## config.mk

```make
export PLATFORM = sky130hd
export DESIGN_NAME = bitmap_text_layout_unit_flat
export DESIGN_NICKNAME = d
export VERILOG_FILES = /design/src/hdl/btl_pkg.sv /design/src/hdl/btl_intf.sv /design/src/hdl/btl_ctrl.sv /design/src/hdl/btl_datapath.sv /design/src/hdl/bitmap_text_layout_unit.sv /design/src/flat_wrapper.sv
export SDC_FILE = /design/constraint.sdc
export NUM_CORES = 1
export LEC_CHECK = 0
export ABC_AREA = 1
export BUFFER_PORTS_ARGS = -buffer_cell sky130_fd_sc_hd__clkbuf_2
export CAP_MARGIN = 10
export CORE_MARGIN = 2
export CORE_UTILIZATION = 52
export DETAILED_ROUTE_END_ITERATION = 12
export PLACE_DENSITY = 0.79
export SLEW_MARGIN = 20
export SYNTH_ARGS = -nofsm -noshare
export SYNTH_HDL_FRONTEND = slang
export SYNTH_SLANG_ARGS = --single-unit
```

## constraint.sdc

```tcl
create_clock -name clk_i -period 8.95 [get_ports clk_i]
set_input_delay 1.79 -clock clk_i [delete_from_list [all_inputs] [get_ports clk_i]]
set_output_delay 1.79 -clock clk_i [all_outputs]
set_load 0.01 [all_outputs]
```

## src/hdl/btl_pkg.sv

```systemverilog
// types and constants for the bitmap text layout unit
// no dependencies; every other file refers to it by scoped names
package btl_pkg;

  localparam int CODE_W  = 8;
  localparam int POS_W   = 16;
  localparam int GSIZE_W = 6;
  localparam int SCALE_W = 4;
  localparam int SPACE_W = 8;
  localparam int BOX_W   = 10;
  localparam int TLEN_W  = 12;
  localparam int TEXU_W  = 10;
  localparam int TEXV_W  = 7;
  localparam int ADV_W   = 12;
  localparam int PROD_W  = 25;
  localparam int NUM_W   = 26;
  localparam int USED_W  = 18;
  localparam int IDX_W   = 7;
  localparam int IDX_N   = 128;
  localparam int ROW_W   = 7;
  localparam int CFG_IDX_W  = 3;
  localparam int CFG_DATA_W = 16;

  localparam logic [CODE_W-1:0] NEWLINE     = 8'h0A;
  localparam logic [CODE_W-1:0] FIRST_GLYPH = 8'h21;
  localparam logic [CODE_W-1:0] LAST_GLYPH  = 8'h7F;

  localparam logic [GSIZE_W-1:0] GSIZE_RST = 6'd8;
  localparam logic [SCALE_W-1:0] SCALE_RST = 4'd1;

  typedef enum logic [CFG_IDX_W-1:0] {
    CFG_ORIGIN_X,
    CFG_ORIGIN_Y,
    CFG_GLYPH_SIZE,
    CFG_GLYPH_SCALE,
    CFG_LETTER_SPACE,
    CFG_BOX_WIDTH,
    CFG_CENTER_ENABLE,
    CFG_TEXT_LENGTH
  } cfg_idx_e;

  typedef enum logic [2:0] {
    ST_IDLE,
    ST_PRE,
    ST_MUL,
    ST_RELOAD,
    ST_STEP
  } state_e;

  typedef struct packed {
    logic signed [POS_W-1:0] origin_x;
    logic signed [POS_W-1:0] origin_y;
    logic [GSIZE_W-1:0]      glyph_size;
    logic [SCALE_W-1:0]      glyph_scale;
    logic signed [SPACE_W-1:0] letter_space;
    logic [BOX_W-1:0]        box_width;
    logic                    center_enable;
    logic [TLEN_W-1:0]       text_length;
  } cfg_t;

  typedef struct packed {
    logic [CODE_W-1:0] char_code;
    logic              first_char;
  } in_item_t;

  typedef struct packed {
    logic                    draw_glyph;
    logic signed [POS_W-1:0] screen_x;
    logic signed [POS_W-1:0] screen_y;
    logic [TEXU_W-1:0]       tex_u;
    logic [TEXV_W-1:0]       tex_v;
  } out_item_t;

  typedef struct packed {
    logic latch;
    logic mul;
    logic reload;
    logic step;
  } cmd_t;

  typedef struct packed {
    logic out_free;
  } status_t;

endpackage

```

## src/hdl/btl_intf.sv

```systemverilog
// valid/ready channel interfaces of the bitmap text layout unit
// depends on btl_pkg
interface btl_in_if;
  logic              valid;
  logic              ready;
  btl_pkg::in_item_t data;
  modport source (output valid, output data, input ready);
  modport sink (input valid, input data, output ready);
endinterface

interface btl_out_if;
  logic               valid;
  logic               ready;
  btl_pkg::out_item_t data;
  modport source (output valid, output data, input ready);
  modport sink (input valid, input data, output ready);
endinterface

interface btl_cfg_if;
  logic                               valid;
  logic                               ready;
  logic [btl_pkg::CFG_IDX_W-1:0]      index;
  logic [btl_pkg::CFG_DATA_W-1:0]     data;
  modport source (output valid, output index, output data, input ready);
  modport sink (input valid, input index, input data, output ready);
endinterface

```

## src/hdl/btl_ctrl.sv

```systemverilog
// sequencing state machine of the bitmap text layout unit
// depends on btl_pkg
module btl_ctrl (
  input  logic               clk_i,
  input  logic               rst_ni,
  input  logic               in_valid_i,
  input  logic               in_first_i,
  output logic               in_ready_o,
  input  btl_pkg::status_t   status_i,
  output btl_pkg::cmd_t      cmd_o
);

  btl_pkg::state_e state_q, state_d;

  always_ff @(posedge clk_i or negedge rst_ni) begin
    if (!rst_ni) begin
      state_q <= btl_pkg::ST_IDLE;
    end else begin
      state_q <= state_d;
    end
  end

  always_comb begin
    state_d = state_q;
    case (state_q)
      btl_pkg::ST_IDLE: begin
        if (in_valid_i) begin
          state_d = in_first_i ? btl_pkg::ST_PRE : btl_pkg::ST_STEP;
        end
      end
      btl_pkg::ST_PRE:    state_d = btl_pkg::ST_MUL;
      btl_pkg::ST_MUL:    state_d = btl_pkg::ST_RELOAD;
      btl_pkg::ST_RELOAD: state_d = btl_pkg::ST_STEP;
      btl_pkg::ST_STEP: begin
        if (status_i.out_free) begin
          state_d = btl_pkg::ST_IDLE;
        end
      end
      default: state_d = btl_pkg::ST_IDLE;
    endcase
  end

  always_comb begin
    in_ready_o = 1'b0;
    cmd_o      = '0;
    case (state_q)
      btl_pkg::ST_IDLE: begin
        in_ready_o   = 1'b1;
        cmd_o.latch  = in_valid_i;
      end
      btl_pkg::ST_PRE:    ;
      btl_pkg::ST_MUL:    cmd_o.mul = 1'b1;
      btl_pkg::ST_RELOAD: cmd_o.reload = 1'b1;
      btl_pkg::ST_STEP:   cmd_o.step = status_i.out_free;
      default: ;
    endcase
  end

endmodule

```

## src/hdl/btl_datapath.sv

```systemverilog
// pen state, advance, centering and texel arithmetic with the result register
// depends on btl_pkg
module btl_datapath #(
  parameter int GLYPHS_PER_ROW = 32
) (
  input  logic                clk_i,
  input  logic                rst_ni,
  input  btl_pkg::cfg_t       cfg_i,
  input  btl_pkg::cmd_t       cmd_i,
  input  btl_pkg::in_item_t   in_item_i,
  input  logic                out_ready_i,
  output logic                out_valid_o,
  output btl_pkg::out_item_t  out_item_o,
  output btl_pkg::status_t    status_o
);

  localparam int ColW = (GLYPHS_PER_ROW > 1) ? $clog2(GLYPHS_PER_ROW) : 1;
  localparam int UProdW = ColW + btl_pkg::GSIZE_W;
  localparam int VProdW = btl_pkg::ROW_W + btl_pkg::GSIZE_W;

  logic [btl_pkg::CODE_W-1:0]        code_q;
  logic signed [btl_pkg::ADV_W-1:0]  adv, adv_q;
  logic signed [btl_pkg::PROD_W-1:0] prod_q;
  logic signed [btl_pkg::NUM_W-1:0]  num, half;
  logic signed [btl_pkg::POS_W-1:0]  reload_x, adv16;
  logic signed [btl_pkg::POS_W-1:0]  pen_x_q, pen_y_q, line_start_q, line_used_q;
  logic signed [btl_pkg::POS_W-1:0]  px, py, lu;
  logic signed [btl_pkg::USED_W-1:0] used_sum;
  logic                              is_nl, brk, drawable;
  logic [btl_pkg::IDX_W-1:0]         idx;
  logic [ColW-1:0]                   col_tab [btl_pkg::IDX_N];
  logic [btl_pkg::ROW_W-1:0]         row_tab [btl_pkg::IDX_N];
  logic [UProdW-1:0]                 u_prod;
  logic [VProdW-1:0]                 v_prod;
  logic                              out_valid_q;
  btl_pkg::out_item_t                out_q, out_d;

  // advance per character, also the line pitch
  assign adv = $signed({2'b00, 10'(cfg_i.glyph_size * cfg_i.glyph_scale)})
             + $signed({{4{cfg_i.letter_space[7]}}, cfg_i.letter_space});
  assign adv16 = btl_pkg::POS_W'(adv);

  always_ff @(posedge clk_i) begin
    adv_q <= adv;
    if (cmd_i.mul) begin
      prod_q <= $signed({1'b0, cfg_i.text_length}) * adv_q;
    end
    if (cmd_i.latch) begin
      code_q <= in_item_i.char_code;
    end
  end

  // centering offset, halved toward zero
  assign num  = $signed({16'd0, cfg_i.box_width}) - btl_pkg::NUM_W'(prod_q);
  assign half = (num + $signed({25'd0, num[btl_pkg::NUM_W-1]})) >>> 1;
  assign reload_x = cfg_i.center_enable ? cfg_i.origin_x + btl_pkg::POS_W'(half)
                                        : cfg_i.origin_x;

  // line break test
  assign used_sum = btl_pkg::USED_W'(line_used_q) + btl_pkg::USED_W'(adv);
  assign is_nl = (code_q == btl_pkg::NEWLINE);
  assign brk = ((cfg_i.box_width != '0) &&
                (used_sum > $signed({8'd0, cfg_i.box_width}))) || is_nl;
  assign px = brk ? line_start_q : pen_x_q;
  assign py = brk ? pen_y_q + adv16 : pen_y_q;
  assign lu = brk ? '0 : line_used_q;
  assign drawable = (code_q >= btl_pkg::FIRST_GLYPH) && (code_q <= btl_pkg::LAST_GLYPH);

  // atlas cell row and column tables
  for (genvar g = 0; g < btl_pkg::IDX_N; g++) begin : g_tab
    assign row_tab[g] = btl_pkg::ROW_W'(g / GLYPHS_PER_ROW);
    assign col_tab[g] = ColW'(g % GLYPHS_PER_ROW);
  end

  assign idx    = btl_pkg::IDX_W'(code_q - btl_pkg::FIRST_GLYPH);
  assign u_prod = UProdW'(col_tab[idx]) * UProdW'(cfg_i.glyph_size);
  assign v_prod = VProdW'(row_tab[idx]) * VProdW'(cfg_i.glyph_size);

  always_comb begin
    out_d = '0;
    if (drawable && !is_nl) begin
      out_d.draw_glyph = 1'b1;
      out_d.screen_x   = px;
      out_d.screen_y   = py;
      out_d.tex_u      = btl_pkg::TEXU_W'(u_prod);
      out_d.tex_v      = btl_pkg::TEXV_W'(v_prod);
    end
  end

  always_ff @(posedge clk_i or negedge rst_ni) begin
    if (!rst_ni) begin
      pen_x_q      <= '0;
      pen_y_q      <= '0;
      line_start_q <= '0;
      line_used_q  <= '0;
      out_valid_q  <= 1'b0;
    end else begin
      if (cmd_i.reload) begin
        pen_x_q      <= reload_x;
        line_start_q <= reload_x;
        pen_y_q      <= cfg_i.origin_y;
        line_used_q  <= '0;
      end else if (cmd_i.step) begin
        pen_y_q <= py;
        if (is_nl) begin
          pen_x_q     <= px;
          line_used_q <= '0;
        end else begin
          pen_x_q     <= px + adv16;
          line_used_q <= lu + adv16;
        end
      end
      if (cmd_i.step) begin
        out_valid_q <= 1'b1;
      end else if (out_ready_i) begin
        out_valid_q <= 1'b0;
      end
    end
  end

  always_ff @(posedge clk_i) begin
    if (cmd_i.step) begin
      out_q <= out_d;
    end
  end

  assign status_o.out_free = !out_valid_q || out_ready_i;
  assign out_valid_o = out_valid_q;
  assign out_item_o  = out_q;

endmodule

```

## src/hdl/bitmap_text_layout_unit.sv

```systemverilog
// top level of the bitmap text layout unit: configuration registers, controller, datapath
// depends on btl_pkg, btl_intf, btl_ctrl and btl_datapath
//
// Places one character of a bitmap-font string per input beat and returns one
// result beat per character: a draw flag, the 16-bit wrapping screen position
// and the atlas texel (u, v) of the glyph cell. An ordinary character is accepted,
// then takes the step that updates the pen and loads the result register. A
// character with first_char set passes through ST_PRE, ST_MUL and ST_RELOAD
// before the step, since the pen reload goes through a registered advance, the
// text_length times advance multiply and the centering add. The result register
// lets the next character be accepted while a finished result still waits; a
// stalled output holds the step until the result register is free.
// Configuration writes are taken every cycle and land in the register file
// here; they are expected only while no character is in flight.
module bitmap_text_layout_unit #(
  parameter int GLYPHS_PER_ROW = 32
) (
  input  logic            clk_i,
  input  logic            rst_ni,
  btl_in_if.sink          in_i,
  btl_out_if.source       out_o,
  btl_cfg_if.sink         cfg_i
);

  btl_pkg::cfg_t    cfg_q;
  btl_pkg::cmd_t    cmd;
  btl_pkg::status_t status;
  logic             in_ready;
  logic             out_valid;
  btl_pkg::out_item_t out_item;

  // configuration register file, always ready
  assign cfg_i.ready = 1'b1;

  always_ff @(posedge clk_i or negedge rst_ni) begin
    if (!rst_ni) begin
      cfg_q.origin_x      <= '0;
      cfg_q.origin_y      <= '0;
      cfg_q.glyph_size    <= btl_pkg::GSIZE_RST;
      cfg_q.glyph_scale   <= btl_pkg::SCALE_RST;
      cfg_q.letter_space  <= '0;
      cfg_q.box_width     <= '0;
      cfg_q.center_enable <= 1'b1;
      cfg_q.text_length   <= '0;
    end else if (cfg_i.valid) begin
      case (btl_pkg::cfg_idx_e'(cfg_i.index))
        btl_pkg::CFG_ORIGIN_X:      cfg_q.origin_x      <= cfg_i.data;
        btl_pkg::CFG_ORIGIN_Y:      cfg_q.origin_y      <= cfg_i.data;
        btl_pkg::CFG_GLYPH_SIZE:    cfg_q.glyph_size    <= cfg_i.data[btl_pkg::GSIZE_W-1:0];
        btl_pkg::CFG_GLYPH_SCALE:   cfg_q.glyph_scale   <= cfg_i.data[btl_pkg::SCALE_W-1:0];
        btl_pkg::CFG_LETTER_SPACE:  cfg_q.letter_space  <= cfg_i.data[btl_pkg::SPACE_W-1:0];
        btl_pkg::CFG_BOX_WIDTH:     cfg_q.box_width     <= cfg_i.data[btl_pkg::BOX_W-1:0];
        btl_pkg::CFG_CENTER_ENABLE: cfg_q.center_enable <= cfg_i.data[0];
        btl_pkg::CFG_TEXT_LENGTH:   cfg_q.text_length   <= cfg_i.data[btl_pkg::TLEN_W-1:0];
        default: ;
      endcase
    end
  end

  // controller owns the input handshake and sequences the datapath
  btl_ctrl u_ctrl (
    .clk_i      (clk_i),
    .rst_ni     (rst_ni),
    .in_valid_i (in_i.valid),
    .in_first_i (in_i.data.first_char),
    .in_ready_o (in_ready),
    .status_i   (status),
    .cmd_o      (cmd)
  );

  assign in_i.ready = in_ready;

  // datapath holds the pen state and the result register
  btl_datapath #(
    .GLYPHS_PER_ROW (GLYPHS_PER_ROW)
  ) u_datapath (
    .clk_i       (clk_i),
    .rst_ni      (rst_ni),
    .cfg_i       (cfg_q),
    .cmd_i       (cmd),
    .in_item_i   (in_i.data),
    .out_ready_i (out_o.ready),
    .out_valid_o (out_valid),
    .out_item_o  (out_item),
    .status_o    (status)
  );

  assign out_o.valid = out_valid;
  assign out_o.data  = out_item;

endmodule
```

## src/flat_wrapper.sv

```systemverilog
// flat-port wrapper written by rule: the top's interface ports become plain ports
module bitmap_text_layout_unit_flat 
#(
  parameter int GLYPHS_PER_ROW = 32
)
  (clk_i, rst_ni, in_i_valid, in_i_data, in_i_ready, out_o_valid, out_o_data, out_o_ready, cfg_i_valid, cfg_i_index, cfg_i_data, cfg_i_ready);
  btl_in_if in_i_i ();
  btl_out_if out_o_i ();
  btl_cfg_if cfg_i_i ();
  input  logic clk_i;
  input  logic rst_ni;
  input wire logic [$bits(in_i_i.valid)-1:0] in_i_valid;
  input wire logic [$bits(in_i_i.data)-1:0] in_i_data;
  output wire logic [$bits(in_i_i.ready)-1:0] in_i_ready;
  output wire logic [$bits(out_o_i.valid)-1:0] out_o_valid;
  output wire logic [$bits(out_o_i.data)-1:0] out_o_data;
  input wire logic [$bits(out_o_i.ready)-1:0] out_o_ready;
  input wire logic [$bits(cfg_i_i.valid)-1:0] cfg_i_valid;
  input wire logic [$bits(cfg_i_i.index)-1:0] cfg_i_index;
  input wire logic [$bits(cfg_i_i.data)-1:0] cfg_i_data;
  output wire logic [$bits(cfg_i_i.ready)-1:0] cfg_i_ready;
  assign in_i_i.valid = in_i_valid;
  assign in_i_i.data = in_i_data;
  assign in_i_ready = in_i_i.ready;
  assign out_o_valid = out_o_i.valid;
  assign out_o_data = out_o_i.data;
  assign out_o_i.ready = out_o_ready;
  assign cfg_i_i.valid = cfg_i_valid;
  assign cfg_i_i.index = cfg_i_index;
  assign cfg_i_i.data = cfg_i_data;
  assign cfg_i_ready = cfg_i_i.ready;
  bitmap_text_layout_unit #(.GLYPHS_PER_ROW(GLYPHS_PER_ROW)) u_core (.clk_i(clk_i), .rst_ni(rst_ni), .in_i(in_i_i), .out_o(out_o_i), .cfg_i(cfg_i_i));
endmodule
```

# ---- Word-level counts from Yosys, hierarchy flattened
# Memory sizes are Yosys's and may differ from the RTL's.
# Index checks and enable logic that the tools add are counted.
dict set report totals {
  mem_count 2
  inputBits 33
  out_inout_bits 53
  reg_bits 236
  ram_bits 0
  rom_bits 1536
  elab_cells 105
  latch_bits 0
}
# name depth word_bits rd rd_ports_with_merged_regs write_ports line
set mem_list {}
lappend mem_list {{(name not given)} 128 7 1 0 0 btl_datapath.sv:77} ;# assign v_prod = VProdW'(row_tab[idx]) * VProdW'(cfg_i.glyph_size);
lappend mem_list {{(name not given)} 128 5 1 0 0 btl_datapath.sv:76} ;# assign u_prod = UProdW'(col_tab[idx]) * UProdW'(cfg_i.glyph_size);
dict set report classes {
  div 0
  reduce_logical 21
  mul 4
  n_shift 0
  n_eq_ne 14
  mux 28
  order_cmp 4
  bitwise 1
  addsub 9
}
# cell n
set op_table {}
lappend op_table {{two-way mux 16 bit} 12}
lappend op_table {{two-way mux 50 bit} 1}
lappend op_table {{adder 16 x 12 -> 16 bit} 3}
lappend op_table {{subtractor 11 x 25 -> 26 bit} 1}
lappend op_table {{multiplier 13 x 12 -> 25 bit} 1}
lappend op_table {{AND reduction 2 bit} 9}
lappend op_table {{adder 16 x 12 -> 17 bit} 1}
lappend op_table {{adder 17 x 2 -> 17 bit} 1}
lappend op_table {{greater-than comparator 17 x 11 -> 1 bit} 1}
lappend op_table {{adder 16 bit} 1}
lappend op_table {{equality test 3 bit (second input constant)} 5}
lappend op_table {{case mux 3 bit (5 select lines)} 1}
lappend op_table {{two-way mux 7 bit} 2}
lappend op_table {{adder 11 x 8 -> 12 bit} 1}
lappend op_table {{equality test 3 x 2 -> 1 bit (second input constant)} 4}
lappend op_table {{multiplier 5 x 6 -> 10 bit} 1}
lappend op_table {{multiplier 6 x 4 -> 10 bit} 1}
lappend op_table {{two-way mux 5 bit} 2}
lappend op_table {{nonzero test 10 bit} 1}
lappend op_table {{two-way mux 3 bit} 3}
lappend op_table {{equality test 8 x 4 -> 1 bit (second input constant)} 1}
lappend op_table {{>= comparator 8 x 6 -> 1 bit (second input constant)} 1}
lappend op_table {{>= comparator 8 bit (second input constant)} 1}
lappend op_table {{less-or-equal comparator 8 x 7 -> 1 bit (second input constant)} 1}
lappend op_table {{other kinds (11)} 25}

# ---- Logic depth before layout (Yosys ltp)
# Gate-level depths: netlist of run 1.
dict set report depth {
  ltp_word 11
  mapped_depth 53
  mapped_depth_nobuf 51
}

# ---- Modules after synthesis
# From an unflattened synthesis of run 1, not the netlist that was laid out.
dict set report hier_totals {
  hier_cells 2822
  area_unflattened_um2 22042.4
}
# mod area_each_um2 cells_per_inst seq_area_each_um2 instances
set by_module_without_submodules {}
lappend by_module_without_submodules {btl_datapath 18921.9 2462 4359.2 1}
lappend by_module_without_submodules {bitmap_text_layout_unit 2926.6 332 1830.5 1}
lappend by_module_without_submodules {btl_ctrl 193.9 28 75.1 1}

# ---- Worst setup path after synthesis of run 1
# OpenSTA, ideal clock, no wires.
dict set report synth_timing {
  path_kind {register to register}
  startpoint {reg u_core.cfg_q[36] (netlist name)}
  endpoint {reg u_core.u_datapath.pen_x_q[12] (netlist name)}
  n_path_buf 2
  setup_ns 0.135
  slack_ns 1.193
  synth_period_minus_slack_ns 7.757
  path_stages_with_launch 49
  t_arrival_ns 7.622
  t_required_ns 8.815
  path_cell_list {dfrtp_1 -> clkbuf_1 -> nand2_1 -> fa_1 -> inv_1 -> fa_1 -> inv_1 -> fa_1 -> o21ai_0 -> xor2_1 -> inv_1 -> ha_1 -> a21oi_1 -> o21ai_0 -> a21o_1 -> xnor2_1 -> inv_1 -> ha_1 -> (+13 left out) -> nand3_1 -> nand2_2 -> nand2_4 -> buf_4 -> nand2_1 -> o21ai_2 -> ha_1 -> inv_1 -> fa_1 -> nand3b_1 -> nand3_1 -> inv_1 -> o221ai_1 -> a21boi_0 -> o21ai_0 -> xor2_1 -> o21ai_0 -> a31oi_1}
}
dict set report synth_between {
  elab_chain_cells 11
}
# item line
set synth_rtl {}
lappend synth_rtl {{from (decl)} bitmap_text_layout_unit.sv:25} ;# btl_pkg::cfg_t cfg_q;
lappend synth_rtl {{multiplier 6 x 4 -> 10 bit} btl_datapath.sv:39} ;# assign adv = $signed({2'b00, 10'(cfg_i.glyph_size * cfg_i.glyph_scale)})
lappend synth_rtl {{adder 11 x 8 -> 12 bit} btl_datapath.sv:40} ;# + $signed({{4{cfg_i.letter_space[7]}}, cfg_i.letter_space});
lappend synth_rtl {{via u_core.u_datapath.adv, one bit} btl_datapath.sv:22} ;# logic signed [btl_pkg::ADV_W-1:0] adv, adv_q;
lappend synth_rtl {{adder 16 x 12 -> 17 bit} btl_datapath.sv:60} ;# assign used_sum = btl_pkg::USED_W'(line_used_q) + btl_pkg::USED_W'(adv);
lappend synth_rtl {{greater-than comparator 17 x 11 -> 1 bit} btl_datapath.sv:63} ;# (used_sum > $signed({8'd0, cfg_i.box_width}))) || is_nl;
lappend synth_rtl {{logical AND 1 bit} btl_datapath.sv:62} ;# assign brk = ((cfg_i.box_width != '0) &&
lappend synth_rtl {{logical OR 1 bit} btl_datapath.sv:63}
lappend synth_rtl {{two-way mux 16 bit} btl_datapath.sv:64} ;# assign px = brk ? line_start_q : pen_x_q;
lappend synth_rtl {{via u_core.u_datapath.px, one bit} btl_datapath.sv:27} ;# logic signed [btl_pkg::POS_W-1:0] px, py, lu;
lappend synth_rtl {{adder 16 x 12 -> 16 bit} btl_datapath.sv:109} ;# pen_x_q <= px + adv16;
lappend synth_rtl {{two-way mux 16 bit} btl_datapath.sv:105} ;# if (is_nl) begin
lappend synth_rtl {{two-way mux 16 bit} btl_datapath.sv:103} ;# end else if (cmd_i.step) begin
lappend synth_rtl {{two-way mux 16 bit} btl_datapath.sv:98} ;# if (cmd_i.reload) begin
lappend synth_rtl {{to (signal assigned)} btl_datapath.sv:99} ;# pen_x_q <= reload_x;
lappend synth_rtl {{to (signal assigned)} btl_datapath.sv:106} ;# pen_x_q <= px;
lappend synth_rtl {{to (signal assigned)} btl_datapath.sv:109}
lappend synth_rtl {{to (decl)} btl_datapath.sv:26} ;# logic signed [btl_pkg::POS_W-1:0] pen_x_q, pen_y_q, line_start_q, line_used_q;
# The timed path passes the listed nets, and every way through them passes these cells. The select of a mux whose other input is x is not followed.
# A chain may end at the register's enable or synchronous reset.

# ---- Final worst setup path of run 1
dict set report layout_timing {
  startpoint {reg u_core.cfg_q[37] (netlist name)}
  endpoint {reg u_core.u_datapath.pen_x_q[12] (netlist name)}
}
# The elaborated chain is that of the path after synthesis.

==> impl_metrics.tcl, run 1 <==
set metrics [dict create \
    status "finished clean" \
    grt_pass1_vias 18400 \
    cts.clk_slew.worst_paths_ns 0.06 \
    layout_common_cells "nand2_1, inv_1, ha_1, nor2_1, o21ai_0" \
    dp_hpwl_um 44900 \
    routed_wl_um 58200 \
    numCtsBuffers 28 \
    crit_fanout 12 \
    synth_cells 2777 \
    core_um2 41800 \
    die-area_um2 43700 \
    drtIter0Drc 1515 \
    fill_cells 3693 \
    setup_violations 0 \
    grt_use_met3_pct 4.46 \
    place_area_um2 22800 \
    grt-ovfl-total 0 \
    layout-drive-gt1-share_pct 8.05 \
    grt_use_met1_pct 35.6 \
    clkLatencyLatePin_ns 0.58 \
    pin_count 86 \
    timing_worst_setup_path_type "flip-flop to flip-flop" \
    r2r_cells 46 \
    ant_nets 0 \
    fin_nets 3246 \
    grt_first_pass_wirelength_um 93800 \
    min_path_type "flip-flop to flip-flop" \
    slowest_stage "fa_1" \
    ys.flop_type "dfrtp_1" \
    hold_depth 2 \
    die_w_um 209 \
    fin_crit_sh_pct 93.5 \
    cp.arrival_ns 8.80 \
    syn-num-nets 3176 \
    first_pass_iters 5 \
    setup_tns_ns 0 \
    fin_crit_ns 8.37 \
    syn_avg_cell_area_um2 7.87 \
    grt_start_max_net_pins 73 \
    start_kind "flip-flop" \
    io_buffers 84 \
    syn_area_um2 21900 \
    crit_path_max_incr_delay_ns 0.56 \
    drv_slew 0 \
    worst_pin_slew_ns 1.09 \
    maxCapViolCount 0 \
    cts.sinks 236 \
    ys_seq_area_share_pct 28.7 \
    cts_tree "yes" \
    synth_top_cells_by_area "dfrtp_1, ha_1, fa_1" \
    antenna_found_initial 1 \
    die_y_um 209 \
    yosys.cell_types.count 58 \
    syn_to_final_growth_pct 9.33 \
    cp.required_ns 9.38 \
    initial_core_util_pct 52.4 \
    synth_area_leader_cell "dfrtp_1" \
    grt_util_met2_pct 43.8 \
    max_slew_margin_pct 27.6 \
    clockBufferDepth 3 \
    grt_util_all_layers_pct 26.8 \
    final_common_cell "nand2_1" \
    seq_area_um2 6270 \
    ctsHoldBuffers 0 \
    multi_input_area_um2 13300 \
    busiest_layer "met2" \
    rows 75 \
    wl_per_cell_um 17.1 \
    synth.ff_latch_count 236 \
    synth_edf_count 83 \
    antenna_cells 0 \
    stdcell_area_um2 23900 \
    synthArstFlopShare_pct 59.7 \
    routed_via_density 5.48 \
    ys_warn_count 0 \
    htreeDepth 1 \
    cp_common_cell "nand2_1" \
    rsz0062_at_grt "no" \
    end_kind "flip-flop" \
    drc 0 \
    max_freq_mhz 120 \
    gp_congestion 0.940 \
    vias 18700 \
    synth_top_area_share_pct 15.8 \
    root_buffer "clkbuf_16" \
    hold_violations 0 \
    clock_skew_ns 0.0175 \
    whs_ns 0.483 \
]
[metal layers]
layer,up-vias,part of all wire [%]
met2,653,46
li1,8974,-
met1,8902,43
met5,-,0.022
met4,2,4.1
met3,137,7.1
[metrics by stage]
step	utilization, %	worst slack, ns	std cells
finish	57.2	0.583	3408
floorplan	-	1.19	2777
global route	57.2	0.0152	3408
CTS	56.9	0.267	3403
global placement	54.7	0.583	3351
detailed placement	54.7	0.343	3351
[cell usage after synthesis (43+ instances only)]
cell	instances
clkbuf_1	63
xor2_1	64
edfxtp_1	83
dfrtp_1	138
nand2_1	615
a21oi_1	128
inv_1	530
fa_1	128
nor2_1	227
nand3_1	94
xnor2_1	43
o21ai_0	159
ha_1	238
[cell families (layout without fill, tap and decap cells)]
family                     after synthesis  after routing  share of synthesized area, %
DFF                                    236            236                          28.7
and+or+nand+nor                       1031           1032                          19.4
AOI/OAI and AO/OA                      429            429                          11.6
buffers and inverters                  606            697                          10.7
other                                    1              1                        0.0172
xor gates and xnor gates               108            108                          4.36
adders and majority gates              366            366                          25.3
[critical path: cells and delay by family (launching register included)]
kind                       cells  cell delay (ns)
adders and majority gates      8             3.14
and+or+nand+nor               18             1.87
AOI/OAI and AO/OA             10             1.76
xor gates and xnor gates       4             0.55
DFF                            1             0.49
buffers and inverters          6             0.45
[flip-flops by register name, indices dropped and copies added, names as in the netlist]
register	count
u_core.u_ctrl.state_q	3
u_core.u_datapath.pen_y_q	16
u_core.u_datapath.out_valid_o	1
u_core.u_datapath.line_start_q	16
u_core.u_datapath.adv_q	12
u_core.u_datapath.prod_q	25
u_core.u_datapath.out_item_o	50
u_core.u_datapath.line_used_q	16
u_core.u_datapath.code_q	8
u_core.u_datapath.pen_x_q	16
u_core.cfg_q	73
[what timing repair did]
item,in CTS,in global routing
setup endpoints to repair,0,12
buffers inserted,0,3
gates resized for setup,0,14
hold endpoints to repair,0,0
[cell type report]
class	instances	area share [%]
Clock inverter	13	0.639
Multi-Input combinational cell	1936	55.8
Tap cell	539	2.82
Clock buffer	39	3.28
Inverter	532	8.36
Sequential cell	236	26.2
Timing Repair Buffer	113	2.91
[path summary, 6_finish.rpt]
kind	from	to	slack, ns
max reg2reg	u_core.cfg_q[37]	u_core.u_datapath.pen_x_q[12]	0.58
max in group asynchronous	rst_ni	u_core.cfg_q[35]	6.21
min	u_core.cfg_q[56]	u_core.cfg_q[56]	0.48
min in group asynchronous	rst_ni	u_core.cfg_q[18]	1.26
max	u_core.cfg_q[37]	u_core.u_datapath.pen_x_q[12]	0.58
min reg2reg	u_core.cfg_q[56]	u_core.cfg_q[56]	0.48
Power of run 1 is not shown: default switching activity piles up to over one toggle a cycle in this logic, so the estimate is an artifact.
==> run 2: changes to the inputs <==
GPL_ROUTABILITY_DRIVEN = 1   (was unset)
clock period = 9.9 ns   (was 8.95 ns; I/O delays follow)
==> impl_metrics.tcl, run 2 (same netlist as run 1, synthesis figures left out) <==
set metrics [dict create \
    status "finished clean" \
    min_path_type "flip-flop to flip-flop" \
    grt_first_pass_wirelength_um 91700 \
    setup_violations 0 \
    rr_endpoint "u_core.u_datapath.pen_x_q[12]" \
    grt_start_max_net_pins 83 \
    initial_core_util_pct 52.4 \
    die_y_um 209 \
    routed_via_density 5.44 \
    clock_skew_ns 0.0153 \
    rows 75 \
    start_kind "flip-flop" \
    r2r_start "u_core.cfg_q[35]" \
    fin_crit_sh_pct 91.4 \
    pin_count 86 \
    antenna_found_initial 2 \
    die_w_um 209 \
    gp_congestion 0.975 \
    cts_tree "yes" \
    cts.clk_slew.worst_paths_ns 0.06 \
    grt_pass1_vias 18100 \
    wl_per_cell_um 16.7 \
    final_common_cell "nand2_1" \
    clockBufferDepth 3 \
    fin_nets 3235 \
    layout-drive-gt1-share_pct 7.43 \
    whs_ns 0.489 \
    rsz0062_at_grt "no" \
    setup_tns_ns 0 \
    crit_buf_inv 5 \
    vias 18500 \
    place_area_um2 22800 \
    hp-start "u_core.cfg_q[56]" \
    cp.required_ns 10.30 \
    largest_reg_flops 73 \
    r2r_cells 44 \
    routed_wl_um 56600 \
    grt_util_all_layers_pct 26.0 \
    worst_pin_slew_ns 1.11 \
    fin_crit_ns 9.05 \
    drc 0 \
    dp_hpwl_um 44200 \
    numCtsBuffers 27 \
    cp_common_cell "nand2_1" \
    stdcell_area_um2 23700 \
    ant_nets 0 \
    drv_slew 0 \
    place_inst 3346 \
    end_kind "flip-flop" \
    core_um2 41800 \
    fin_cells 3395 \
    cp.arrival_ns 9.45 \
    syn_to_final_growth_pct 8.20 \
    root_buffer "clkbuf_16" \
    holdPathEnd "u_core.cfg_q[56]" \
    crit_fanout 45 \
    clkLatencyLatePin_ns 0.56 \
    layout_common_cells "nand2_1, inv_1, ha_1, nor2_1, o21ai_0" \
    hold_violations 0 \
    worst-r2r-setup-slack_ns 0.85 \
    cts.sinks 236 \
    top_register "u_core.cfg_q" \
    postCtsSetupRepairBufs 0 \
    die-area_um2 43700 \
    cp_top_family "adder cells" \
    max_freq_mhz 110 \
    io_buffers 84 \
    htreeDepth 1 \
    max_slew_margin_pct 26.1 \
    crit_path_max_incr_delay_ns 0.56 \
    hold_depth 2 \
    slowest_stage "fa_1" \
    first_pass_iters 8 \
    drtIter0Drc 1304 \
    grt-ovfl-total 0 \
    ctsHoldBuffers 0 \
    timing_worst_setup_path_type "flip-flop to flip-flop" \
    cts.repair.resized 0 \
    maxCapViolCount 0 \
]
[run 2: layer usage]
metal  vias up  part of all wire, %  routed length, um  track usage [%]
li1       8936                    -                  -                -
met1      8778                   43              24100             34.1
met2       610                   48              26900             44.2
met3       129                  6.1               3470             2.98
met4         0                  3.8               2170             10.0
met5         -                    0                  0                0
[run 2: area by class of cell]
type | instances | area [um^2]
fillers | 3670 | 18100
multi-input cells | 1935 | 13300
flip-flops and latches | 236 | 6260
inverters | 532 | 2000
clock buffers | 36 | 742
well taps | 539 | 674
repair buffers | 104 | 581
clock inverters | 12 | 109
diodes | 1 | 2.50
[run 2: how the worst max path moves through the flow]
stage	to	start	slack (ns)	depth (start not counted)
2_1_floorplan	u_core.u_datapath.pen_x_q[12]	u_core.cfg_q[36]	2.14	48
3_3_place_gp	u_core.u_datapath.pen_x_q[12]	u_core.cfg_q[34]	1.24	44
3_5_place_dp	u_core.u_datapath.pen_x_q[12]	u_core.cfg_q[35]	1.01	44
4_1_cts	u_core.u_datapath.pen_x_q[12]	u_core.cfg_q[35]	0.95	46
5_1_grt	u_core.u_datapath.pen_x_q[12]	u_core.cfg_q[34]	0.1	44
6_report	u_core.u_datapath.pen_x_q[12]	u_core.cfg_q[35]	0.85	44
[run 2: per-stage QoR]
stage | util, % | setup WS (ns)
2_1_floorplan | - | 2.14
3_3_place_gp | 54.6 | 1.24
3_5_place_dp | 54.6 | 1.01
4_1_cts | 56.6 | 0.948
5_1_grt | 56.6 | 0.0989
6_report | 56.6 | 0.849
[run 2: worst min-delay path, stage by stage (launching register included)]
cell and delay (ns):
dfrtp_1 0.35, nand2_1 0.05, o21ai_0 0.06
Power of run 2 is left out for the same reason.
